[src/rtl/amgs_pkg.sv]
// shared types and constants for the adjacency matrix graph store
`default_nettype none

package amgs_pkg;

    localparam int MAX_VERTICES = 64;
    localparam int VERT_W       = $clog2(MAX_VERTICES);
    localparam int CNT_W        = $clog2(MAX_VERTICES + 1);

    localparam logic [1:0] OP_ADD_EDGE = 2'd0;
    localparam logic [1:0] OP_LIST     = 2'd1;
    localparam logic [1:0] OP_DEGREES  = 2'd2;
    localparam logic [1:0] OP_RESERVED = 2'd3;

    localparam logic [1:0] KIND_NEIGHBOR = 2'd0;
    localparam logic [1:0] KIND_DEGREES  = 2'd1;
    localparam logic [1:0] KIND_ERROR    = 2'd2;
    localparam logic [1:0] KIND_EMPTY    = 2'd3;

    typedef logic [MAX_VERTICES-1:0] row_t;
    typedef logic [VERT_W-1:0]       vert_t;
    typedef logic [CNT_W-1:0]        cnt_t;

    typedef struct packed {
        logic [1:0] opcode;
        logic [5:0] first_vertex;
        logic [5:0] second_vertex;
    } cmd_word_t;

    typedef struct packed {
        logic [1:0] result_kind;
        logic [5:0] neighbor;
        logic [6:0] out_degree;
        logic [6:0] in_degree;
        logic       last;
    } rsp_word_t;

    typedef struct packed {
        logic  rd_en;
        vert_t rd_addr;
        logic  wr_en;
        vert_t wr_addr;
        row_t  wr_row;
    } row_req_t;

endpackage

`default_nettype wire

[src/rtl/adjacency_matrix_graph_store.sv]
// adjacency matrix graph store top level: command sequencer and result register
// add edge: read-modify-write of both rows (states WA then WB), no result word
// neighbor list and degree query: row read (LOAD), then one row bit a cycle unless the result output stalls;
// list gives one result word per set bit (an empty word if none), degrees gives a single word
// index or opcode error: a single error word, loaded in state ERR once the output is free; one command at a time
// rst_n clears control, row valid bits and sets vertex_count to 64; no clearing pass
`default_nettype none

module adjacency_matrix_graph_store (
    input  wire                   clk,
    input  wire                   rst_n,
    input  wire                   cmd_valid,
    output logic                  cmd_stall,
    input  amgs_pkg::cmd_word_t   cmd,
    output logic                  rsp_valid,
    input  wire                   rsp_stall,
    output amgs_pkg::rsp_word_t   rsp,
    input  wire                   cfg_we,
    input  wire [6:0]             cfg_data
);

    localparam logic [2:0] ST_IDLE = 3'd0;
    localparam logic [2:0] ST_ERR  = 3'd1;
    localparam logic [2:0] ST_WA   = 3'd2;
    localparam logic [2:0] ST_WB   = 3'd3;
    localparam logic [2:0] ST_LOAD = 3'd4;
    localparam logic [2:0] ST_SCAN = 3'd5;

    logic [2:0]           state_reg, state_next;
    logic [1:0]           op_reg, op_next;
    amgs_pkg::vert_t      a_reg, a_next;
    amgs_pkg::vert_t      b_reg, b_next;
    amgs_pkg::row_t       row_reg, row_next;
    amgs_pkg::vert_t      j_reg, j_next;
    amgs_pkg::cnt_t       cnt_reg, cnt_next;
    logic [6:0]           vc_reg;
    logic                 rsp_valid_reg, rsp_valid_next;
    amgs_pkg::rsp_word_t  rsp_reg, rsp_next;
    logic                 rsp_load;

    amgs_pkg::row_req_t   req;
    amgs_pkg::row_t       rd_data;
    amgs_pkg::cnt_t       n_eff;
    amgs_pkg::row_t       lim_mask;
    logic                 out_free;
    logic                 cmd_fire;
    logic                 cmd_bad;
    logic                 nb_last;

    amgs_row_store u_rows (
        .clk     (clk),
        .rst_n   (rst_n),
        .req     (req),
        .rd_data (rd_data)
    );

    // effective vertex count, clamped to the matrix size
    always_comb
    begin
        if (vc_reg > amgs_pkg::cnt_t'(amgs_pkg::MAX_VERTICES))
        begin
            n_eff = amgs_pkg::cnt_t'(amgs_pkg::MAX_VERTICES);
        end
        else
        begin
            n_eff = vc_reg;
        end
        if (n_eff == amgs_pkg::cnt_t'(amgs_pkg::MAX_VERTICES))
        begin
            lim_mask = '1;
        end
        else
        begin
            lim_mask = (amgs_pkg::row_t'(1) << n_eff[amgs_pkg::VERT_W-1:0])
                       - amgs_pkg::row_t'(1);
        end
    end

    assign out_free  = !rsp_valid_reg || !rsp_stall;
    assign cmd_stall = (state_reg != ST_IDLE);
    assign cmd_fire  = cmd_valid && !cmd_stall;
    assign cmd_bad   = (cmd.opcode == amgs_pkg::OP_RESERVED)
                    || ({1'b0, cmd.first_vertex} >= n_eff)
                    || ((cmd.opcode == amgs_pkg::OP_ADD_EDGE)
                        && ({1'b0, cmd.second_vertex} >= n_eff));
    assign nb_last   = ((row_reg >> 1) == '0);

    always_comb
    begin
        state_next = state_reg;
        op_next    = op_reg;
        a_next     = a_reg;
        b_next     = b_reg;
        row_next   = row_reg;
        j_next     = j_reg;
        cnt_next   = cnt_reg;
        req        = '0;
        rsp_load   = 1'b0;
        rsp_next   = '0;
        unique case (state_reg)
            ST_IDLE:
            begin
                if (cmd_fire)
                begin
                    op_next = cmd.opcode;
                    a_next  = cmd.first_vertex;
                    b_next  = cmd.second_vertex;
                    if (cmd_bad)
                    begin
                        state_next = ST_ERR;
                    end
                    else
                    begin
                        req.rd_en   = 1'b1;
                        req.rd_addr = cmd.first_vertex;
                        state_next  = (cmd.opcode == amgs_pkg::OP_ADD_EDGE) ? ST_WA : ST_LOAD;
                    end
                end
            end
            ST_ERR:
            begin
                if (out_free)
                begin
                    rsp_load             = 1'b1;
                    rsp_next.result_kind = amgs_pkg::KIND_ERROR;
                    rsp_next.last        = 1'b1;
                    state_next           = ST_IDLE;
                end
            end
            ST_WA:
            begin
                req.wr_en   = 1'b1;
                req.wr_addr = a_reg;
                req.wr_row  = rd_data | (amgs_pkg::row_t'(1) << b_reg);
                req.rd_en   = 1'b1;
                req.rd_addr = b_reg;
                state_next  = ST_WB;
            end
            ST_WB:
            begin
                req.wr_en   = 1'b1;
                req.wr_addr = b_reg;
                req.wr_row  = rd_data | (amgs_pkg::row_t'(1) << a_reg);
                state_next  = ST_IDLE;
            end
            ST_LOAD:
            begin
                // matrix stays symmetric, so the row also gives the column
                row_next   = rd_data & lim_mask;
                j_next     = '0;
                cnt_next   = '0;
                state_next = ST_SCAN;
            end
            ST_SCAN:
            begin
                if (op_reg == amgs_pkg::OP_LIST)
                begin
                    if (row_reg == '0)
                    begin
                        if (out_free)
                        begin
                            rsp_load             = 1'b1;
                            rsp_next.result_kind = amgs_pkg::KIND_EMPTY;
                            rsp_next.last        = 1'b1;
                            state_next           = ST_IDLE;
                        end
                    end
                    else if (row_reg[0])
                    begin
                        if (out_free)
                        begin
                            rsp_load             = 1'b1;
                            rsp_next.result_kind = amgs_pkg::KIND_NEIGHBOR;
                            rsp_next.neighbor    = j_reg;
                            rsp_next.last        = nb_last;
                            row_next             = row_reg >> 1;
                            j_next               = j_reg + amgs_pkg::vert_t'(1);
                            if (nb_last)
                            begin
                                state_next = ST_IDLE;
                            end
                        end
                    end
                    else
                    begin
                        row_next = row_reg >> 1;
                        j_next   = j_reg + amgs_pkg::vert_t'(1);
                    end
                end
                else
                begin
                    if (row_reg == '0)
                    begin
                        if (out_free)
                        begin
                            rsp_load             = 1'b1;
                            rsp_next.result_kind = amgs_pkg::KIND_DEGREES;
                            rsp_next.out_degree  = cnt_reg;
                            rsp_next.in_degree   = cnt_reg;
                            rsp_next.last        = 1'b1;
                            state_next           = ST_IDLE;
                        end
                    end
                    else
                    begin
                        cnt_next = cnt_reg + amgs_pkg::cnt_t'(row_reg[0]);
                        row_next = row_reg >> 1;
                        j_next   = j_reg + amgs_pkg::vert_t'(1);
                    end
                end
            end
            default:
            begin
                state_next = ST_IDLE;
            end
        endcase
    end

    always_comb
    begin
        if (rsp_load)
        begin
            rsp_valid_next = 1'b1;
        end
        else if (rsp_stall)
        begin
            rsp_valid_next = rsp_valid_reg;
        end
        else
        begin
            rsp_valid_next = 1'b0;
        end
    end

    always_ff @(posedge clk or negedge rst_n)
    begin
        if (!rst_n)
        begin
            state_reg     <= ST_IDLE;
            rsp_valid_reg <= 1'b0;
            vc_reg        <= 7'(amgs_pkg::MAX_VERTICES);
        end
        else
        begin
            state_reg     <= state_next;
            rsp_valid_reg <= rsp_valid_next;
            if (cfg_we)
            begin
                vc_reg <= cfg_data;
            end
        end
    end

    always_ff @(posedge clk)
    begin
        op_reg  <= op_next;
        a_reg   <= a_next;
        b_reg   <= b_next;
        row_reg <= row_next;
        j_reg   <= j_next;
        cnt_reg <= cnt_next;
        if (rsp_load)
        begin
            rsp_reg <= rsp_next;
        end
    end

    assign rsp_valid = rsp_valid_reg;
    assign rsp       = rsp_reg;

    // symmetric matrix gives equal row and column counts
    a_deg_equal: assert property (@(posedge clk) disable iff (!rst_n)
        rsp_valid && (rsp.result_kind == amgs_pkg::KIND_DEGREES)
        |-> rsp.out_degree == rsp.in_degree)
        else $error("degree word with unequal counts");

    a_last_ends: assert property (@(posedge clk) disable iff (!rst_n)
        rsp_load && rsp_next.last |=> state_reg == ST_IDLE)
        else $error("sequencer busy after final word");

    a_fire_busy: assert property (@(posedge clk) disable iff (!rst_n)
        cmd_fire |=> state_reg != ST_IDLE)
        else $error("accepted command left no work");

    a_no_word_on_write: assert property (@(posedge clk) disable iff (!rst_n)
        (state_reg == ST_WA) || (state_reg == ST_WB) |-> !rsp_load)
        else $error("add edge produced a word");

endmodule

`default_nettype wire

[src/rtl/amgs_row_store.sv]
// edge matrix row memory with per-row valid bits and registered read
`default_nettype none

module amgs_row_store (
    input  wire                 clk,
    input  wire                 rst_n,
    input  amgs_pkg::row_req_t  req,
    output amgs_pkg::row_t      rd_data
);

    amgs_pkg::row_t                      mem [amgs_pkg::MAX_VERTICES];
    logic [amgs_pkg::MAX_VERTICES-1:0]   row_valid_reg;
    amgs_pkg::row_t                      rd_row_reg;
    logic                                rd_valid_reg;

    always_ff @(posedge clk)
    begin
        if (req.wr_en)
        begin
            mem[req.wr_addr] <= req.wr_row;
        end
        if (req.rd_en)
        begin
            rd_row_reg <= mem[req.rd_addr];
        end
    end

    always_ff @(posedge clk or negedge rst_n)
    begin
        if (!rst_n)
        begin
            row_valid_reg <= '0;
            rd_valid_reg  <= 1'b0;
        end
        else
        begin
            if (req.wr_en)
            begin
                row_valid_reg[req.wr_addr] <= 1'b1;
            end
            if (req.rd_en)
            begin
                rd_valid_reg <= row_valid_reg[req.rd_addr];
            end
        end
    end

    // a row never written reads as no edges
    assign rd_data = rd_valid_reg ? rd_row_reg : '0;

endmodule

`default_nettype wire

[config.mk]
export PLATFORM = sky130hd
export DESIGN_NAME = adjacency_matrix_graph_store
export DESIGN_NICKNAME = d
export VERILOG_FILES = /design/src/rtl/amgs_pkg.sv /design/src/rtl/adjacency_matrix_graph_store.sv /design/src/rtl/amgs_row_store.sv
export SDC_FILE = /design/constraint.sdc
export NUM_CORES = 2
export LEC_CHECK = 0
export BUFFER_PORTS_ARGS = -buffer_cell sky130_fd_sc_hd__buf_2
export CORE_AREA = 5 5 575 577
export DETAILED_ROUTE_END_ITERATION = 10
export DIE_AREA = 0 0 580 582
export PLACE_DENSITY_LB_ADDON = 0.25
export REMOVE_ABC_BUFFERS = 1
export SYNTH_ARGS = -nofsm -noshare
export SYNTH_HDL_FRONTEND = slang
export SYNTH_SLANG_ARGS = --single-unit
[constraint.sdc]
create_clock -name clk -period 15.06 [get_ports clk]
set_input_delay 0 -clock clk [delete_from_list [all_inputs] [get_ports clk]]
set_output_delay 0 -clock clk [all_outputs]
set_load 0.02 [all_outputs]
; ---- Word level (Yosys, flattened, before mapping)
; Memory sizes are Yosys's and may differ from the RTL's. A register that Yosys moved wholly into a read port is not among the register bits.
; Index checks and enable logic that the tools add are counted.
[classes]
n_shift = 3
mux = 61
bitwise = 9
n_addsub = 3
reduce_logical = 22
n_lt_le_gt_ge = 6
eq_ne = 17
[ops]
columns = operator, n
row1 = $mux 64, 7
row2 = $or 64x64->64, 3
row3 = $shl 1x6->64 const A, 3
row4 = $pmux 71 s2, 1
row5 = $logic_not 64->1, 2
row6 = $pmux 64 s2, 1
row7 = $and 64x64->64, 1
row8 = $sub 64x1->64 const B, 1
row9 = $mux 7, 5
row10 = $mux 3, 10
row11 = $mux 6, 5
row12 = $pmux 7 s2, 2
row13 = $mux 1, 19
row14 = $pmux 3 s5, 1
row15 = $ge 6x7->1, 2
row16 = $lt 6x7->1 const B, 2
row17 = $ne 3x3->1 const B, 4
row18 = $pmux 6 s2, 1
row19 = $mux 2, 4
row20 = $add 7x1->7, 1
row21 = $eq 7x7->1 const B, 1
row22 = $gt 7x7->1 const B, 1
row23 = $add 6x1->6 const B, 1
row24 = $bmux 1 s6, 1
row25 = other kinds (25), 42
[word_totals]
elab_cells = 138
ram_bits = 4096
regBits = 183
out_inout_bits = 25
in_bits = 26
memories = 1
[mem_list]
columns = name, depth, word_bits, read_ports, rd_ports_with_merged_regs, write_ports, line
row1 = u_rows.mem, 64, 64, 1, 1, 1, amgs_row_store.sv:11  ; amgs_pkg::row_t mem [amgs_pkg::MAX_VERTICES];

; ---- Logic depth before layout (Yosys ltp)
[logic_depth]
depth_word = 10
mapped_depth = 21

; ---- By module
; Synthesis repeated with hierarchy kept, for this count alone.
[unflattened]
cells_unflattened = 7346
area_unflattened_um2 = 168630.5
[modules_own_cells]
columns = module, n_inst, area_per_inst_um2, seq_area_each_um2, cells_per_inst
row1 = amgs_row_store, 1, 159779.5, 126546.4, 6310
row2 = adjacency_matrix_graph_store, 1, 8851.0, 3489.6, 1036

; ---- Worst setup path after synthesis
; No wires, ideal clock.
[synth_timing]
kind = register -> register
startpoint = register state_reg[0]
endpoint = memory u_rows.mem[16][0] (netlist name) (enable)
path_buffers = 2
stages_incl_launch_ff = 7
setup_slack_ns = 10.170
arrival_time_ns = 4.402
setup_ns = 0.487
synth_period_minus_slack_ns = 4.890
path_cell_list = dfrtp_1 > buf_2 > mux2_2 > and2_1 > or4_1 > clkbuf_1 > nor2_1
[synth_between]
elab_chain_len = 4
elab_cells_between_ends = 5
[synth_lines]
columns = item, line
row1 = from (decl), adjacency_matrix_graph_store.sv:29  ; logic [2:0] state_reg, state_next;
row2 = from (signal assigned), adjacency_matrix_graph_store.sv:245  ; state_reg <= state_next;
row3 = $eq 3x2->1, adjacency_matrix_graph_store.sv:100  ; unique case (state_reg)
row4 = $pmux 71 s2 (*), adjacency_matrix_graph_store.sv:100
row5 = $mux 1, amgs_row_store.sv:18  ; if (req.wr_en)
row6 = $mux 1 (not written as such), amgs_row_store.sv:20  ; mem[req.wr_addr] <= req.wr_row;
row7 = to (decl), amgs_row_store.sv:11
; Every way passes the cells marked *; elsewhere a longest branch is shown, timed or not.

; ---- Worst setup path in the final report
[layout_timing]
startpoint = register vc_reg[6]
endpoint = register u_rows.rd_row_reg[50], read port of u_rows.mem, data pin
[layout_between]
elab_chain_len = 8
elab_cells_between_ends = 10
[layout_lines]
columns = item, line
row1 = from (decl), adjacency_matrix_graph_store.sv:36  ; logic [6:0] vc_reg;
row2 = from (signal assigned), adjacency_matrix_graph_store.sv:241  ; vc_reg <= 7'(amgs_pkg::MAX_VERTICES);
row3 = from (signal assigned), adjacency_matrix_graph_store.sv:249  ; vc_reg <= cfg_data;
row4 = $gt 7x7->1, adjacency_matrix_graph_store.sv:60  ; if (vc_reg > amgs_pkg::cnt_t'(amgs_pkg::MAX_VERTICES))
row5 = $mux 7 (*), adjacency_matrix_graph_store.sv:60
row6 = $ge 6x7->1 (on tied branches), "adjacency_matrix_graph_store.sv:83, adjacency_matrix_graph_store.sv:85"
row7 = $logic_or 1x1->1 / $logic_and 1x1->1 (equally long branches), "adjacency_matrix_graph_store.sv:83, adjacency_matrix_graph_store.sv:85"
row8 = $logic_or 1x1->1 (*), adjacency_matrix_graph_store.sv:84  ; || ((cmd.opcode == amgs_pkg::OP_ADD_EDGE)
row9 = $mux 7 (*), adjacency_matrix_graph_store.sv:108  ; if (cmd_bad)
row10 = $mux 7 (*), adjacency_matrix_graph_store.sv:103  ; if (cmd_fire)
row11 = $pmux 7 s2 (*), adjacency_matrix_graph_store.sv:100
row12 = to (decl), amgs_row_store.sv:13  ; amgs_pkg::row_t rd_row_reg;
; Marked as above.
; A chain may end at the register's enable or synchronous reset.

==> run_results.csv <==
group,metric,value,unit
placed_design,place.port_buffers,50,
routing,wl,564200,µm
critical_path,max_stage_delay,840,ps
placed_design,detailedPlacementHpwl,285000,µm
finish,num-fill-cells,24552,
global_route,antenna_found_initial,24,
timing,fmax,0.1363,GHz
outcome,status,"finished, violations left",
power,p_sw,0.006032,W
placed_design,place_congestion,0.9636,
finish,mostFrequentLayoutCells,"4267 x edfxtp_1, 3258 x nand2_1, 917 x a21oi_1",
clocking,cts_sinks,4343,
timing,final.period_utilization,0.4873,
critical_path,rr_endpoint,"u_rows.rd_row_reg[50]$_DFFE_PP_",
clocking,cts_tree,"yes",
finish,largest_reg_flops,4096,
logic_synthesis,synth_edf_count,4267,
global_route,grt-ovfl-total,0,
logic_synthesis,seq_area_frac_synth,0.7604,
critical_path,crit_type,"register to register",
power,p_clk_frac,0.413,
floorplan,die_x,580,µm
power,internal_power,0.01980,W
critical_path,cp-start-kind,"register",
logic_synthesis,yosysWarnings,0,
floorplan,pin_count,51,
critical_path,timing.rr.start,"vc_reg[6]$_DFFE_PN1P_",
finish,drive_gt1_frac,0.1039,
routing,drc_errors,0,
global_route,grt_pass1_vias,105723,
global_route,grt_usage,0.3239,
finish,post-route-util,0.5880,
floorplan,rows,210,
timing,slew_headroom,0.003601,
critical_path,crit_arrival,8060,ps
global_route,grt_max_degree,193,
routing,final_antenna_net_count,0,
critical_path,r2r_slack,7720,ps
logic_synthesis,synthCells,12382,
min_path,worstHoldEndpoint,"state_reg[2]$_DFFE_PN0P_",
logic_synthesis,synthArstFlopShare,0.01750,
clocking,clk_pin_slew_worst_paths,70,ps
power,power_density,134.9,nW/µm²
finish,final_area,191400,µm²
critical_path,critPathRequiredTime,15780,ps
critical_path,worst_path_most_repeated_cell,"buf_4",
critical_path,rr_worst_depth,16,
critical_path,slowest_stage,"buf_4",
routing,viasPerCell,6.605,
clocking,clock_latency,1010,ps
placed_design,post_dp_cell_area,176900,µm²
floorplan,die_area,337600,µm²
finish,final_common_cell,"edfxtp_1",
power,p_sw_frac,0.2335,
floorplan,start_util,0.5253,
critical_path,crit_start,"vc_reg[6]$_DFFE_PN1P_",
timing,rsz0062_at_grt,"no",
min_path,hold_depth,5,
critical_path,end_kind,"register",
routing,drt_iter0_drc,18218,
clocking,cts_resized,0,
logic_synthesis,ys_seq_elements,4343,
global_route,grt_pass1_wl,785200,µm
power,peakVddDrop,0.1133,mV
clocking,cts_made_buffers,434,
clocking,h-tree-depth,5,
routing,wl_per_cell,32.92,µm
clocking,cts_root_buf,"clkbuf_16",
timing,finClkSkew,63.58,ps
critical_path,critical_path.max_fanout,85,
power,seq_power_share,0.523,
routing,dr.pass1.iters,8,
min_path,hold_start,"cmd_valid",
floorplan,die_h,582,µm
run,maxCapViolations,1,
min_path,hp-class,"primary input to register",
logic_synthesis,synth-main-ff-cell,"edfxtp_1",
timing,min_period,7339,ps
logic_synthesis,yosys.cell_types.count,73,
routing,num_vias,113195,
timing,worst_pin_slew,1495,ps
timing,finalHoldViolCount,0,
logic_synthesis,synth.avg_cell_area,13.81,µm²
finish,syn2layout_area_growth,11.94,%
power,combPwrFrac,0.065,
power,p_leak,70.47,nW
critical_path,critical_path.cell_chain,"buf_4, nor2b_1, ha_1, nand2b_1, a2111oi_0, o31a_1, or2_2, a21oi_4, buf_4, buf_4, buf_4, mux2i_1, a22oi_1, a32oi_1, a21oi_1, or4_1",
outcome,violations,"max-capacitance violations",
finish,fin_nets,12459,
timing,slew_violations,0,
clocking,clockBufferDepth,4,
finish,largest_register,"u_rows.mem",
floorplan,core-area,325600,µm²
logic_synthesis,synth_area,171000,µm²
timing,setup_viol,0,
timing,fin_tns_setup,0,ps
[power by group through the flow]
| stage | combinational [W] | clock (W) | sequential, W |
|---|---|---|---|
| 2_1_floorplan | 0.00123 | 0 | 0.0137 |
| 3_3_place_gp | 0.00159 | 0 | 0.0137 |
| 5_1_grt | 0.00175 | 0.0112 | 0.0135 |
| 3_5_place_dp | 0.00161 | 0 | 0.0137 |
| 4_1_cts | 0.00163 | 0.0107 | 0.0135 |
| 6_report | 0.00167 | 0.0107 | 0.0135 |
[cells by family after synthesis]
| family | count (synthesis) | synth area share |
|---|---|---|
| AO/OA/AOI/OAI | 1973 | 0.07269 |
| XOR/XNOR | 22 | 0.001127 |
| adder cells (fa/ha/maj) | 15 | 0.001097 |
| buffers and inverters | 837 | 0.02196 |
| flip-flops | 4343 | 0.7604 |
| multiplexers | 366 | 0.02218 |
| AND/OR/NAND/NOR | 4826 | 0.1206 |
[per-layer routing]
metal	part of all wire	vias up	GRT usage
met5	0.00012	-	0
met4	0.067	10	0.1800
met3	0.13	1677	0.06890
met2	0.45	8500	0.4914
met1	0.36	56453	0.4405
li1	-	46555	-
[worst max-delay path, delay by kind of cell (launching register included)]
kind,cells,cell delay [ps]
flops,1,640
buf+inv,4,2970
compound gates,6,1440
mux,1,280
simple gates,4,1180
fa+ha+maj,1,300
[cell usage after synthesis, types with 50 or more instances]
cell | number | area, µm²
a32oi_1 | 249 | 2181
o221ai_1 | 50 | 437.9
clkbuf_1 | 407 | 1528
dfrtp_1 | 75 | 1877
or4_1 | 65 | 488.0
nand3_1 | 832 | 4164
nor4_1 | 82 | 513.0
or3_1 | 50 | 312.8
a21oi_1 | 933 | 4669
o21ai_0 | 60 | 300.3
buf_1 | 88 | 330.3
nand4_1 | 184 | 1151
a22oi_1 | 240 | 1802
or2_2 | 74 | 462.9
buf_2 | 279 | 1396
edfxtp_1 | 4267 | 128100
nor2_1 | 181 | 679.4
a31oi_1 | 216 | 1351
mux2_2 | 103 | 1160
o22ai_1 | 96 | 600.6
nand2_1 | 3263 | 12250
mux2i_1 | 263 | 2633
[area by class of cell]
type	instances	area, µm²	share of cell area
flip-flops and latches	4343	130000	0.6793
multi-input cells	7202	38480	0.2010
clock buffers	546	11490	0.06001
well taps	4346	5438	0.02841
repair buffers	424	3453	0.01804
clock inverters	251	2451	0.01280
inverters	13	51.30	0.0002680
diodes	12	30.03	0.0001569
[how the worst max path moves through the flow]
stage                     slack (ps)  cells past startpoint                               to
after global placement          8070                     16  u_rows.rd_row_reg[38]$_DFFE_PP_
after global routing            7470                     17  u_rows.rd_row_reg[50]$_DFFE_PP_
after detailed placement        7940                     17  u_rows.rd_row_reg[50]$_DFFE_PP_
final                           7720                     16  u_rows.rd_row_reg[50]$_DFFE_PP_
after floorplan               -42840                     12  u_rows.rd_row_reg[11]$_DFFE_PP_
after CTS                       7950                     17  u_rows.rd_row_reg[50]$_DFFE_PP_
[stage by stage]
stage / std cells / worst slack, ps / total power [W] / hold WS, ps
after floorplan: 11558 / -42840 / 0.01493 / -295.6
after global placement: 16269 / 8066 / 0.01533 / -147.4
after detailed placement: 16269 / 7942 / 0.01535 / -146.3
after CTS: 17123 / 7946 / 0.02582 / 30.11
after global routing: 17126 / 7472 / 0.02646 / 77.12
final: 17137 / 7721 / 0.02583 / 84.69
[what timing repair did]
action | in CTS | in global routing
setup endpoints to repair | 0 | 0
hold endpoints to repair | 133 | 0
hold buffers | 57 | 0
buffers inserted | 0 | 0
(Power assumes the default switching activity.)
